===== config.mk =====
export PLATFORM = sky130hd
export DESIGN_NAME = ffsa_ram
export DESIGN_NICKNAME = d
export VERILOG_FILES = /design/src/rtl/ffsa_ram.sv
export SDC_FILE = /design/constraint.sdc
export NUM_CORES = 1
export LEC_CHECK = 0
export BUFFER_PORTS_ARGS = -buffer_cell sky130_fd_sc_hd__buf_2
export CORE_AREA = 2 2 125 140
export DETAILED_ROUTE_END_ITERATION = 10
export DIE_AREA = 0 0 127 142
export HOLD_SLACK_MARGIN = 0.05
export PLACE_DENSITY = 0.43
export SETUP_SLACK_MARGIN = 0.15
export SLEW_MARGIN = 20
export SYNTH_ARGS = -nofsm -noshare
export SYNTH_HDL_FRONTEND = slang
export SYNTH_SLANG_ARGS = --single-unit

===== constraint.sdc =====
create_clock -name clk -period 3.9 [get_ports clk]
set_input_delay 0.975 -clock clk [delete_from_list [all_inputs] [get_ports clk]]
set_output_delay 0.975 -clock clk [all_outputs]
set_load 0.01 [all_outputs]

===== src/rtl/ffsa_ram.sv =====
`timescale 1ns / 1ps
// ----------------------------------------------------------------------------
// ffsa_ram
// Generic simple dual-port RAM with one write port and a registered read.
// ----------------------------------------------------------------------------
module ffsa_ram #(
	parameter int WIDTH = 8,
	parameter int DEPTH = 16
) (
	input  logic                     clk,
	input  logic                     we,
	input  logic [$clog2(DEPTH)-1:0] waddr,
	input  logic [WIDTH-1:0]         wdata,
	input  logic                     re,
	input  logic [$clog2(DEPTH)-1:0] raddr,
	output logic [WIDTH-1:0]         rdata
);

	logic [WIDTH-1:0] mem [DEPTH];

	always_ff @(posedge clk) begin
		if (we) begin
			mem[waddr] <= wdata;
		end
		if (re) begin
			rdata <= mem[raddr];
		end
	end

endmodule


==> impl_metrics.ini <==
[synthesis]
ys_seq_area_frac = 0.781
synth_fp_nets = 248
yosys_warnings = 0
synthCells = 229
avgSynthCellArea_um2 = 22.8
ys_ff_latch = 136
synth.distinct_cells = 18
mappedNetlistArea_um2 = 5230

[layout]
post-route-util = 0.375
final_cells = 499
fin_nets = 297
final_common_cell = edfxtp_1
insertedDiodeCount = 0
drive_above_1_share = 0.299
fin_area_um2 = 6230
areaGrowthSynthToFinish_pct = 19.3
final_cell_mix = edfxtp_1, buf_2, mux4_2, clkbuf_16, a22oi_1

[clock_network]
htreeDepth = 4
ctsHoldBuffers = 0
cts_buffer_depth = 2
insertion_delay_ns = 0.41
post_cts_resized = 0
cts_sinks = 136
post_cts_buffers = 0
cts_tree = done
cts_root_buf = clkbuf_16
cts_buffers = 17
clk_pin_slew_ns = 0.06

[die]
die_x_um = 127
core_um2 = 16600
dieArea_um2 = 18000
ios = 27
die_h_um = 142
initial_utilization = 0.314
fp-row-count = 50

[placement]
dp_hpwl_mm = 7.10
gp_congestion = 0.718
pre_cts_slack_ns = 1.11
dp_cells = 467
dpl_cell_area_um2 = 5650
numPortBuffers = 26

[grt]
grt_pass1_wl_mm = 16.8
antenna_found_initial = 0
grt_pass1_vias = 2622
grt_overflow = 0
grtUsageTotal = 0.134
grt_start_max_net_pins = 26

[setup_path]
worstSetupEndpoint = mem[0][2]
worstSetupStartpoint = waddr[2]
critPathLaunchType = input pin
cp.arrival_ns = 2.54
critPathCaptureType = register
reg2reg_slack_ns = 2.33
r2r-end = rdata[4]
rr_worst_depth = 3
cp_max_fo = 5
crit_type = input pin to register
required_ns = 4.03
r2r-start = mem[0][4]

[sta]
setup_viol = 0
worst_pin_slew_ns = 0.959
slew_viol_final = 0
worst_slew_margin_rel = 0.358
hold_violations = 0
post-route-period-util = 0.617
fmax_ghz = 0.415
worst_clock_skew_ns = 0.00437
fin_tns_setup_ns = 0
finalCriticalPeriod_ns = 2.41
setup_slack_ns = 1.49
rsz0062_at_grt = no

[drt]
avgViaCountPerCell = 4.93
wl_per_cell_um = 22.3
final_antenna_net_count = 0
drt_first_pass_iters = 5
drt_wl_total_mm = 11.1
drc = 0
dr_total_vias = 2462
drt-initial-drc-count = 148

[status]
status = finished, final reports clean

[run]
drv_cap = 0

[power]
powerDensity_nw_per_um2 = 543
peakVddDrop_mv = 0.254
leakage_nw = 2.07

[worst_hold_path]
holdCritPathClass = register to register
==> cell usage after synthesis, drive strengths merged <==
cell type | instances | area (um2)
a22oi | 16 | 120
or3b | 1 | 8.76
nor2 | 13 | 48.8
mux4 | 32 | 773
buf | 7 | 56.3
nand2b | 2 | 12.5
nand3 | 1 | 5.00
nand3b | 2 | 15.0
edfxtp | 136 | 4080
nand2 | 9 | 33.8
and2b | 1 | 7.51
nor3 | 4 | 20.0
nor2b | 1 | 6.26
and2 | 1 | 6.26
clkdlybuf4s25 | 3 | 30.0
==> final cells by class <==
| cell class | instances | area [um2] |
|---|---|---|
| fillers | 1552 | 10400 |
| flip-flops and latches | 136 | 4080 |
| multi-input cells | 83 | 1060 |
| clock buffers | 17 | 425 |
| well taps | 208 | 260 |
| repair buffers | 40 | 248 |
| clock inverters | 15 | 160 |
==> worst max-delay path, cell delays in order <==
cell,delay [ns]
buf_2,0.11
or3b_2,0.51
nor3_1,0.67
buf_4,0.27
==> per-layer routing <==
layer	wire length, um	GRT usage	vias to the layer above	part of all wire
li1	-	-	1083	-
met1	5140	0.178	1291	0.46
met2	5340	0.208	73	0.48
met3	464	0.0368	15	0.042
met4	158	0.0602	0	0.014
met5	0	0	-	0
==> metrics by stage <==
stage	hold WS (ns)	power, W
final	0.753	0.00338
after global routing	0.774	0.00350
after floorplan	0.705	0.00177
after detailed placement	0.738	0.00184
after global placement	0.739	0.00184
after CTS	0.752	0.00342
==> kinds of logic after synthesis <==
family          Yosys count  synth area share
simple gates             35            0.0314
mux                      32             0.148
buf+inv                  10            0.0165
compound gates           16            0.0230
flops                   136             0.781
==> worst min-delay path by stage <==
| stage | startpoint | to | depth (start not counted) | slack [ns] |
|---|---|---|---|---|
| floorplan | mem[7][0] | rdata[0] | 3 | 0.70 |
| global placement | mem[14][4] | rdata[4] | 3 | 0.74 |
| detailed placement | mem[12][4] | rdata[4] | 3 | 0.74 |
| CTS | mem[12][4] | rdata[4] | 3 | 0.75 |
| global route | mem[12][4] | rdata[4] | 3 | 0.77 |
| finish | mem[8][3] | rdata[3] | 3 | 0.75 |
==> where the power goes <==
| part | internal (W) | total (W) | switching (W) | leakage, nW |
|---|---|---|---|---|
| clock network | 0.000992 | 0.00157 | 0.000582 | 0.279 |
| registers | 0.00165 | 0.00165 | 0.00000699 | 1.24 |
| logic | 0.0000625 | 0.000156 | 0.0000935 | 0.551 |
| total | 0.00270 | 0.00338 | 0.000683 | 2.07 |
==> flip-flops by register name, summed over array words and instances, names as in the netlist <==
signal,cells
mem,128
rdata,8
No activity file was read; power rests on OpenSTA's default activity.
