==> src/rtl/ffsa_pkg.sv <==
`timescale 1ns / 1ps
// ----------------------------------------------------------------------------
// ffsa_pkg
// Shared types and constants of the first-fit segment allocator.
// ----------------------------------------------------------------------------
package ffsa_pkg;

	localparam int MAX_SEGMENTS = 64;
	localparam int ID_BITS      = 16;
	localparam int OWN_W        = (ID_BITS < 16) ? ID_BITS : 16;
	localparam int IDX_W        = $clog2(MAX_SEGMENTS);
	localparam int CNT_W        = $clog2(MAX_SEGMENTS + 1);
	localparam int LEN_W        = 21;
	localparam int START_W      = 20;
	localparam int PID_W        = 16;
	localparam int REJ_W        = 16;
	localparam int HOLE_W       = 7;
	localparam int ENTRY_W      = OWN_W + LEN_W + 1;
	localparam int RAM_AW       = IDX_W + 1;
	localparam int RAM_DEPTH    = 2 * MAX_SEGMENTS;
	localparam int IN_W         = 40;
	localparam int OUT_W        = 48;

	localparam logic [LEN_W-1:0] MEM_SIZE_RESET = LEN_W'(1048576);
	localparam logic ACT_ALLOC = 1'b0;
	localparam logic ACT_FREE  = 1'b1;

	typedef enum logic [2:0] {
		ST_HOLE,
		ST_TOP,
		ST_REJECT,
		ST_FREED,
		ST_NOT_FOUND,
		ST_FULL
	} status_t;

	typedef struct packed {
		logic [OWN_W-1:0] owner;
		logic [LEN_W-1:0] len;
		logic             free;
	} entry_t;

	typedef struct packed {
		logic [HOLE_W-1:0]  holes;
		logic [REJ_W-1:0]   rejected;
		logic [START_W-1:0] start;
		status_t            status;
	} result_t;

endpackage

==> src/rtl/ffsa_engine.sv <==
`timescale 1ns / 1ps
// ----------------------------------------------------------------------------
// ffsa_engine
// Sequencer that streams the segment table from one RAM bank into the other,
// applying an allocate or a free, then swaps the banks unless a free misses.
// ----------------------------------------------------------------------------
module ffsa_engine (
	input  logic                          clk,
	input  logic                          arst_n,
	input  logic                          in_valid,
	output logic                          in_ready,
	input  logic                          action,
	input  logic [ffsa_pkg::PID_W-1:0]    process_id,
	input  logic [ffsa_pkg::LEN_W-1:0]    request_size,
	input  logic [ffsa_pkg::LEN_W-1:0]    size_limit,
	output logic                          res_valid,
	input  logic                          res_ready,
	output ffsa_pkg::result_t             res,
	output logic                          ram_we,
	output logic [ffsa_pkg::RAM_AW-1:0]   ram_waddr,
	output ffsa_pkg::entry_t              ram_wdata,
	output logic                          ram_re,
	output logic [ffsa_pkg::RAM_AW-1:0]   ram_raddr,
	input  ffsa_pkg::entry_t              ram_rdata
);
	import ffsa_pkg::*;

	typedef enum logic [2:0] {S_IDLE, S_RD, S_PROC, S_SPLIT, S_FIN} state_t;

	state_t             state_q;
	logic               op_q;
	logic [OWN_W-1:0]   id_q;
	logic [LEN_W-1:0]   size_q;
	logic               bank_q;
	logic [CNT_W-1:0]   cnt_q, i_q, j_q, h_q;
	logic [LEN_W-1:0]   top_q, addr_q, start_q, split_len_q, last_len_q;
	logic [REJ_W-1:0]   rej_q;
	logic [HOLE_W-1:0]  holes_q;
	logic               found_q, last_free_q;
	logic [OWN_W-1:0]   last_own_q;
	status_t            st_q;

	entry_t             ent;
	logic               hit, fr, merge, fits_top, split;
	logic [LEN_W-1:0]   sum_len;
	logic [LEN_W:0]     top_sum;
	logic [CNT_W-1:0]   i_nx;
	logic [IDX_W-1:0]   wix;
	status_t            fin_st;
	logic [LEN_W-1:0]   fin_start;

	assign ent      = ram_rdata;
	assign i_nx     = i_q + CNT_W'(1);
	assign sum_len  = last_len_q + ent.len;
	assign top_sum  = {1'b0, top_q} + {1'b0, size_q};
	assign fits_top = top_sum <= {1'b0, size_limit};
	assign in_ready = (state_q == S_IDLE);
	assign res_valid = (state_q == S_FIN);
	assign ram_re    = (state_q == S_RD);
	assign ram_raddr = {bank_q, i_q[IDX_W-1:0]};
	assign ram_waddr = {~bank_q, wix};

	always_comb begin
		if (op_q == ACT_ALLOC) begin
			hit = !found_q && ent.free && (ent.len >= size_q);
		end else begin
			hit = !found_q && !ent.free && (ent.owner == id_q);
		end
		fr    = ent.free | hit;
		merge = fr && (j_q != '0) && last_free_q;
		split = (op_q == ACT_ALLOC) && hit && (ent.len != size_q)
			&& (cnt_q != CNT_W'(MAX_SEGMENTS));
	end

	always_comb begin
		fin_st    = st_q;
		fin_start = start_q;
		if (op_q == ACT_ALLOC) begin
			if (!found_q) begin
				if (!fits_top) begin
					fin_st = ST_REJECT;
				end else if (cnt_q == CNT_W'(MAX_SEGMENTS)) begin
					fin_st = ST_FULL;
				end else begin
					fin_st    = ST_TOP;
					fin_start = top_q;
				end
			end
		end else begin
			fin_st = found_q ? ST_FREED : ST_NOT_FOUND;
		end
	end

	always_comb begin
		ram_we    = 1'b0;
		wix       = j_q[IDX_W-1:0];
		ram_wdata = ent;
		case (state_q)
			S_PROC: begin
				if (op_q == ACT_ALLOC) begin
					if (hit && ent.len == size_q) begin
						ram_we    = 1'b1;
						ram_wdata = '{owner: id_q, len: ent.len, free: 1'b0};
					end else if (hit && cnt_q != CNT_W'(MAX_SEGMENTS)) begin
						ram_we    = 1'b1;
						ram_wdata = '{owner: id_q, len: size_q, free: 1'b0};
					end else if (!(ent.free && ent.len == '0)) begin
						ram_we = 1'b1;
					end
				end else if (merge) begin
					ram_we    = 1'b1;
					wix       = IDX_W'(j_q - CNT_W'(1));
					ram_wdata = '{owner: last_own_q, len: sum_len, free: 1'b1};
				end else begin
					ram_we    = 1'b1;
					ram_wdata = '{owner: ent.owner, len: ent.len, free: fr};
				end
			end
			S_SPLIT: begin
				ram_we    = 1'b1;
				ram_wdata = '{owner: id_q, len: split_len_q, free: 1'b1};
			end
			S_FIN: begin
				ram_we    = res_ready && (fin_st == ST_TOP);
				ram_wdata = '{owner: id_q, len: size_q, free: 1'b0};
			end
			default: begin
				ram_we = 1'b0;
			end
		endcase
	end

	always_comb begin
		res.status   = fin_st;
		res.start    = (fin_st == ST_REJECT || fin_st == ST_NOT_FOUND || fin_st == ST_FULL)
			? '0 : fin_start[START_W-1:0];
		res.rejected = (fin_st == ST_REJECT && rej_q != '1) ? rej_q + REJ_W'(1) : rej_q;
		res.holes    = (fin_st == ST_NOT_FOUND) ? holes_q : HOLE_W'(h_q);
	end

	always_ff @(posedge clk or negedge arst_n) begin
		if (!arst_n) begin
			state_q     <= S_IDLE;
			bank_q      <= 1'b0;
			cnt_q       <= '0;
			top_q       <= '0;
			rej_q       <= '0;
			holes_q     <= '0;
			op_q        <= ACT_ALLOC;
			id_q        <= '0;
			size_q      <= '0;
			i_q         <= '0;
			j_q         <= '0;
			h_q         <= '0;
			addr_q      <= '0;
			start_q     <= '0;
			split_len_q <= '0;
			last_len_q  <= '0;
			last_own_q  <= '0;
			found_q     <= 1'b0;
			last_free_q <= 1'b0;
			st_q        <= ST_HOLE;
		end else begin
			case (state_q)
				S_IDLE: begin
					if (in_valid) begin
						op_q        <= action;
						id_q        <= process_id[OWN_W-1:0];
						size_q      <= request_size;
						i_q         <= '0;
						j_q         <= '0;
						h_q         <= '0;
						addr_q      <= '0;
						start_q     <= '0;
						found_q     <= 1'b0;
						last_free_q <= 1'b0;
						st_q        <= ST_HOLE;
						state_q     <= (cnt_q == '0) ? S_FIN : S_RD;
					end
				end
				S_RD: begin
					state_q <= S_PROC;
				end
				S_PROC: begin
					i_q     <= i_nx;
					addr_q  <= addr_q + ent.len;
					state_q <= split ? S_SPLIT : ((i_nx == cnt_q) ? S_FIN : S_RD);
					if (hit) begin
						found_q <= 1'b1;
						start_q <= addr_q;
					end
					if (op_q == ACT_ALLOC) begin
						if (hit && ent.len == size_q) begin
							j_q <= j_q + CNT_W'(1);
						end else if (split) begin
							j_q         <= j_q + CNT_W'(1);
							split_len_q <= ent.len - size_q;
						end else begin
							if (hit) begin
								st_q <= ST_FULL;
							end
							if (!(ent.free && ent.len == '0)) begin
								j_q <= j_q + CNT_W'(1);
								if (ent.free) begin
									h_q <= h_q + CNT_W'(1);
								end
							end
						end
					end else if (merge) begin
						last_len_q <= sum_len;
					end else begin
						j_q         <= j_q + CNT_W'(1);
						last_free_q <= fr;
						last_len_q  <= ent.len;
						last_own_q  <= ent.owner;
						if (fr) begin
							h_q <= h_q + CNT_W'(1);
						end
					end
				end
				S_SPLIT: begin
					j_q     <= j_q + CNT_W'(1);
					h_q     <= h_q + CNT_W'(1);
					state_q <= (i_q == cnt_q) ? S_FIN : S_RD;
				end
				S_FIN: begin
					if (res_ready) begin
						state_q <= S_IDLE;
						rej_q   <= res.rejected;
						if (fin_st != ST_NOT_FOUND) begin
							bank_q  <= ~bank_q;
							holes_q <= HOLE_W'(h_q);
							cnt_q   <= (fin_st == ST_TOP) ? j_q + CNT_W'(1) : j_q;
						end
						if (fin_st == ST_TOP) begin
							top_q <= top_sum[LEN_W-1:0];
						end
					end
				end
				default: begin
					state_q <= S_IDLE;
				end
			endcase
		end
	end

endmodule

==> config.mk <==
export PLATFORM = sky130hd
export DESIGN_NAME = ffsa_engine
export DESIGN_NICKNAME = d
export VERILOG_FILES = /design/src/rtl/ffsa_pkg.sv /design/src/rtl/ffsa_engine.sv
export SDC_FILE = /design/constraint.sdc
export NUM_CORES = 1
export LEC_CHECK = 0
export ABC_AREA = 0
export BUFFER_PORTS_ARGS = -buffer_cell sky130_fd_sc_hd__buf_2
export CAP_MARGIN = 20
export CORE_MARGIN = 2
export CORE_UTILIZATION = 54
export DETAILED_ROUTE_END_ITERATION = 10
export PLACE_DENSITY = 0.86
export SYNTH_ARGS = -nofsm -noshare
export SYNTH_HDL_FRONTEND = slang
export SYNTH_SLANG_ARGS = --single-unit
==> constraint.sdc <==
create_clock -name clk -period 4.7 [get_ports clk]
set_clock_uncertainty 0.2 [all_clocks]
set_input_delay 0.235 -clock clk [delete_from_list [all_inputs] [get_ports clk]]
set_output_delay 0.235 -clock clk [all_outputs]
set_load 0.02 [all_outputs]
==> summary.md <==
| Metric | Value |
|---|---|
| Power share of the clock group | `13.0%` |
| Max-cap violations | `0` |
| Die W | `178.2 µm` |
| Hold_ws | `0.02492 ns` |
| Post-synthesis sequential area ratio | `32.82%` |
| Vias in the first global route | `16,040` |
| Ys flop type | `dfrtp_1` |
| Routing usage on met1 | `43.52%` |
| Hold Path Class | `in -> reg` |
| Largest net degree at the start of global routing | `about 120` |
| Sequential group share of total power | `19.1%` |
| Post-Syn Area | `0.01639 mm²` |
| Initial core utilization | `55.02%` |
| RSZ-0062 raised after global routing | `true` |
| Via count | `16,760` |
| Grt ovf | `0` |
| Final Max Slew Viols | `0` |
| Final WL | `54.53 mm` |
| Power, Total | `15.82 mW` |
| Avg WL per Cell | `between 20 and 25 µm` |
| Clock sink total | `215` |
| Smallest setup slack after layout | `-0.8749 ns` |
| DP HPWL | `between 30 and 40 mm` |
| Worst path bufs/invs | `5` |
| CTS buffer count | `26` |
| Comb pwr share | `67.9%` |
| CP Class | `reg -> out` |
| Drt initial violations | `about 1,600` |
| Failing checks | `negative setup slack` |
| Slew at the pin closest to its max-slew limit | `0.9802 ns` |
| Critical path's slowest cell | `fa_2` |
| Cells after Synth | `2,019` |
| CTS root buf | `clkbuf_16` |
| Number of synthesized flops with an enable pin | `0` |
| Critical path's top delay family | `compound AO/OA/AOI/OAI gates` |
| Fmax | `0.1794 GHz` |
| Min Tclk post-route | `about 5.6 ns` |
| Share of layout cells above drive strength 1 | `20.52%` |
| Count of different cell masters after synthesis | `84` |
| Row count | `63` |
| Worst path max stage delay | `0.40 ns` |
| CP Capture Type | `output port` |
| Fin crit share | `118.6%` |
| Syn Area/Cell | `8.119 µm²` |
| P&R area growth vs syn | `25.74%` |
| Antenna Nets Post-Route | `0` |
| Met2 GRT Util | `55.36%` |
| Peak supply drop | `0.0004133 V` |
| TritonRoute pass-1 iters | `5` |
| Crit path cell chain | `ha_2, fa_2, a21oi_4, o2111ai_2, a31oi_2, buf_4, o21bai_4, a21o_1, a21oi_2, xnor2_2, ha_1, nand4_1, nor3_4, nand3_1, o21ai_2, buf_4, o211ai_1, nor2_4, buf_6, buf_6, a22o_1, buf_6` |
| Initial antenna violation count | `1` |
| Met3 global-route usage | `4.199%` |
| Ys Warns | `0` |
| FFs w/ async S/R, synth | `100.0%` |
| CP startpoint kind | `flip-flop` |
| Final Util | `69.18%` |
| Switch Pwr | `approximately 7.4 mW` |
| WP data arrival | `5.14 ns` |
| DRC Markers | `0` |
| GRT busiest layer | `met2` |
| Die area | `0.03177 mm²` |
| First-pass GRT wire length | `83.66 mm` |
| Vias per inst | `6.185` |
| IO Pins | `203` |
| Gr usage total | `33.20%` |
| Core area | `about 0.030 mm²` |
| CTS tree | `built` |
| Chip height | `178.2 µm` |
| Critical Path RT | `4.26 ns` |
| CP dominant cell by count | `buf_6` |
| Status | `complete, but fails checks` |
| PD cells | `767.2 mW/mm²` |
| Syn nets | `2,232` |
| CP max FO | `5` |
| Final #Nets | `2,515` |
| H-tree depth | `1` |
| Switching part of the total power | `between 40% and 50%` |
| N_diodes | `0` |
| Final hold vios | `0` |
| Placer Congestion | `0.9814` |
| Leakage | `9.951 nW` |
| Synthesized flop and latch total | `approximately 220` |
| Fillers | `2,216` |
| CTS max path bufs | `3` |
| Clk_lat worst skew | `0.54 ns` |
| Register clock-pin slew on the reported worst setup and hold paths | `0.06 ns` |
| P_int | `8.455 mW` |
| Worst rel slew slack | `approximately 35%` |
| # port buffers | `202` |
| Final setup fails | `81` |
-- stage by stage --
step	area [µm²]	cells	worst slack (ns)	setup TNS, ns
floorplan	16460	2019	0.02800	0
global placement	18030	2559	-0.1885	-5.071
detailed placement	18030	2559	-0.3550	-16.29
CTS	20190	2698	-0.5338	-23.64
global route	20610	2710	-0.9892	-63.21
finish	20610	2710	-0.8749	-54.72
-- repair_timing --
action	in CTS	in global routing
gates cloned	4	3
pin swaps	19	36
hold buffers	69	0
endpoints found under the setup margin	82	84
resized for setup	93	80
buffers inserted	20	12
endpoints found under the hold margin	185	0
-- path summary, 6_finish.rpt --
path,from,to,slack (ns),depth (start not counted)
worst max-delay path,top_q[0],res[9],-0.87,22
max in group asynchronous,arst_n,rej_q[4],3.05,3
worst max register to register,top_q[0],cnt_q[6],-0.82,27
worst min register to register,holes_q[6],holes_q[6],0.27,2
worst min-delay path,ram_rdata[16],last_len_q[15],0.02,4
min in group asynchronous,arst_n,last_len_q[3],0.14,2
-- cell type report --
class / instances / area (µm²) / area share [%]
Clock buffer: 35 / 755.7 / 3.666
Clock inverter: 11 / 107.6 / 0.5220
Inverter: 79 / 296.5 / 1.439
Multi-Input combinational cell: 1618 / 10750 / 52.13
Sequential cell: 215 / 5380 / 26.10
Tap cell: 390 / 488.0 / 2.367
Timing Repair Buffer: 362 / 2840 / 13.78
-- cells in the mapped netlist, drive strengths merged (20+ instances only) --
library cell | n | share of area [%]
a21oi | 128 | 3.9
o21ai | 199 | 6.1
a22o | 20 | 1.1
nand2 | 365 | 8.4
xor2 | 65 | 3.5
inv | 78 | 1.8
nor2b | 23 | 0.88
nand3 | 78 | 2.4
a31oi | 22 | 0.93
buf | 33 | 1.1
ha | 108 | 8.2
mux2 | 74 | 5.1
nor2 | 139 | 3.2
clkbuf | 74 | 1.7
xnor2 | 68 | 3.6
nor3 | 31 | 1.0
nand4 | 20 | 0.76
a21o | 39 | 1.8
dfrtp | 215 | 33
-- registers in the layout, summed over array words and instances (netlist names) --
register	count
state_q	3
bank_q	1
split_len_q	21
holes_q	7
rej_q	16
st_q	1
cnt_q	7
i_q	7
top_q	21
found_q	1
last_own_q	16
h_q	7
last_free_q	1
addr_q	20
op_q	1
last_len_q	21
j_q	7
size_q	21
start_q	20
id_q	16
-- power groups by stage --
| stage | Combinational (mW) | Sequential (mW) | Clock [mW] |
|---|---|---|---|
| 6_report | 10.7 | 3.03 | 2.05 |
| 5_1_grt | 11.5 | 3.09 | 2.14 |
| 3_5_place_dp | 8.23 | 3.01 | 0 |
| 4_1_cts | 9.50 | 2.99 | 2.06 |
| 2_1_floorplan | 5.88 | 2.81 | 0 |
| 3_3_place_gp | 7.97 | 2.98 | 0 |
-- cells in the final DEF (no fill, tap or decap), types with 15 or more instances in the layout --
| cell type | n |
|---|---|
| clkbuf_16 | 29 |
| mux2_1 | 19 |
| nand2_1 | 361 |
| nor2_1 | 129 |
| o21ai_0 | 130 |
| a21oi_1 | 118 |
| o221ai_1 | 18 |
| nor2b_1 | 23 |
| a22o_1 | 20 |
| buf_6 | 36 |
| buf_4 | 76 |
| nand4_1 | 20 |
| xnor2_1 | 64 |
| o21ai_1 | 63 |
| nor3_1 | 24 |
| dlygate4sd3_1 | 69 |
| xor2_1 | 56 |
| mux2_4 | 21 |
| buf_2 | 164 |
| inv_1 | 78 |
| nand3_1 | 78 |
| a21o_1 | 39 |
| dfrtp_1 | 215 |
| a31oi_1 | 19 |
| and3_1 | 15 |
| mux2_2 | 34 |
| ha_1 | 105 |
-- worst reg2reg max path: cells and delay by family (launching register included) --
| kind | cells | cell delay (ns) |
|---|---|---|
| xor gates and xnor gates | 2 | 0.25 |
| buffers and inverters | 9 | 1.26 |
| adders and majority gates | 3 | 0.94 |
| DFF | 1 | 0.38 |
| AOI/OAI and AO/OA | 9 | 1.34 |
| and+or+nand+nor | 4 | 1.01 |
-- cell families (layout without fill, tap and decap cells) --
kind of cell / Yosys count / in the layout / share of synthesized area (%)
buf+inv: 186 / 487 / 4.557
xor+xnor: 133 / 133 / 7.106
fa+ha+maj: 112 / 112 / 8.732
flops: 215 / 215 / 32.82
simple gates: 744 / 744 / 20.39
mux: 80 / 80 / 5.450
compound gates: 549 / 549 / 20.94
-- per-layer routing --
layer	routed length, µm	part of all wire [%]
met4	2401	4.4
met1	21970	40
met5	0	0
met2	25630	47
met3	4520	8.3
Note: power is estimated with default switching activity, not from simulation.
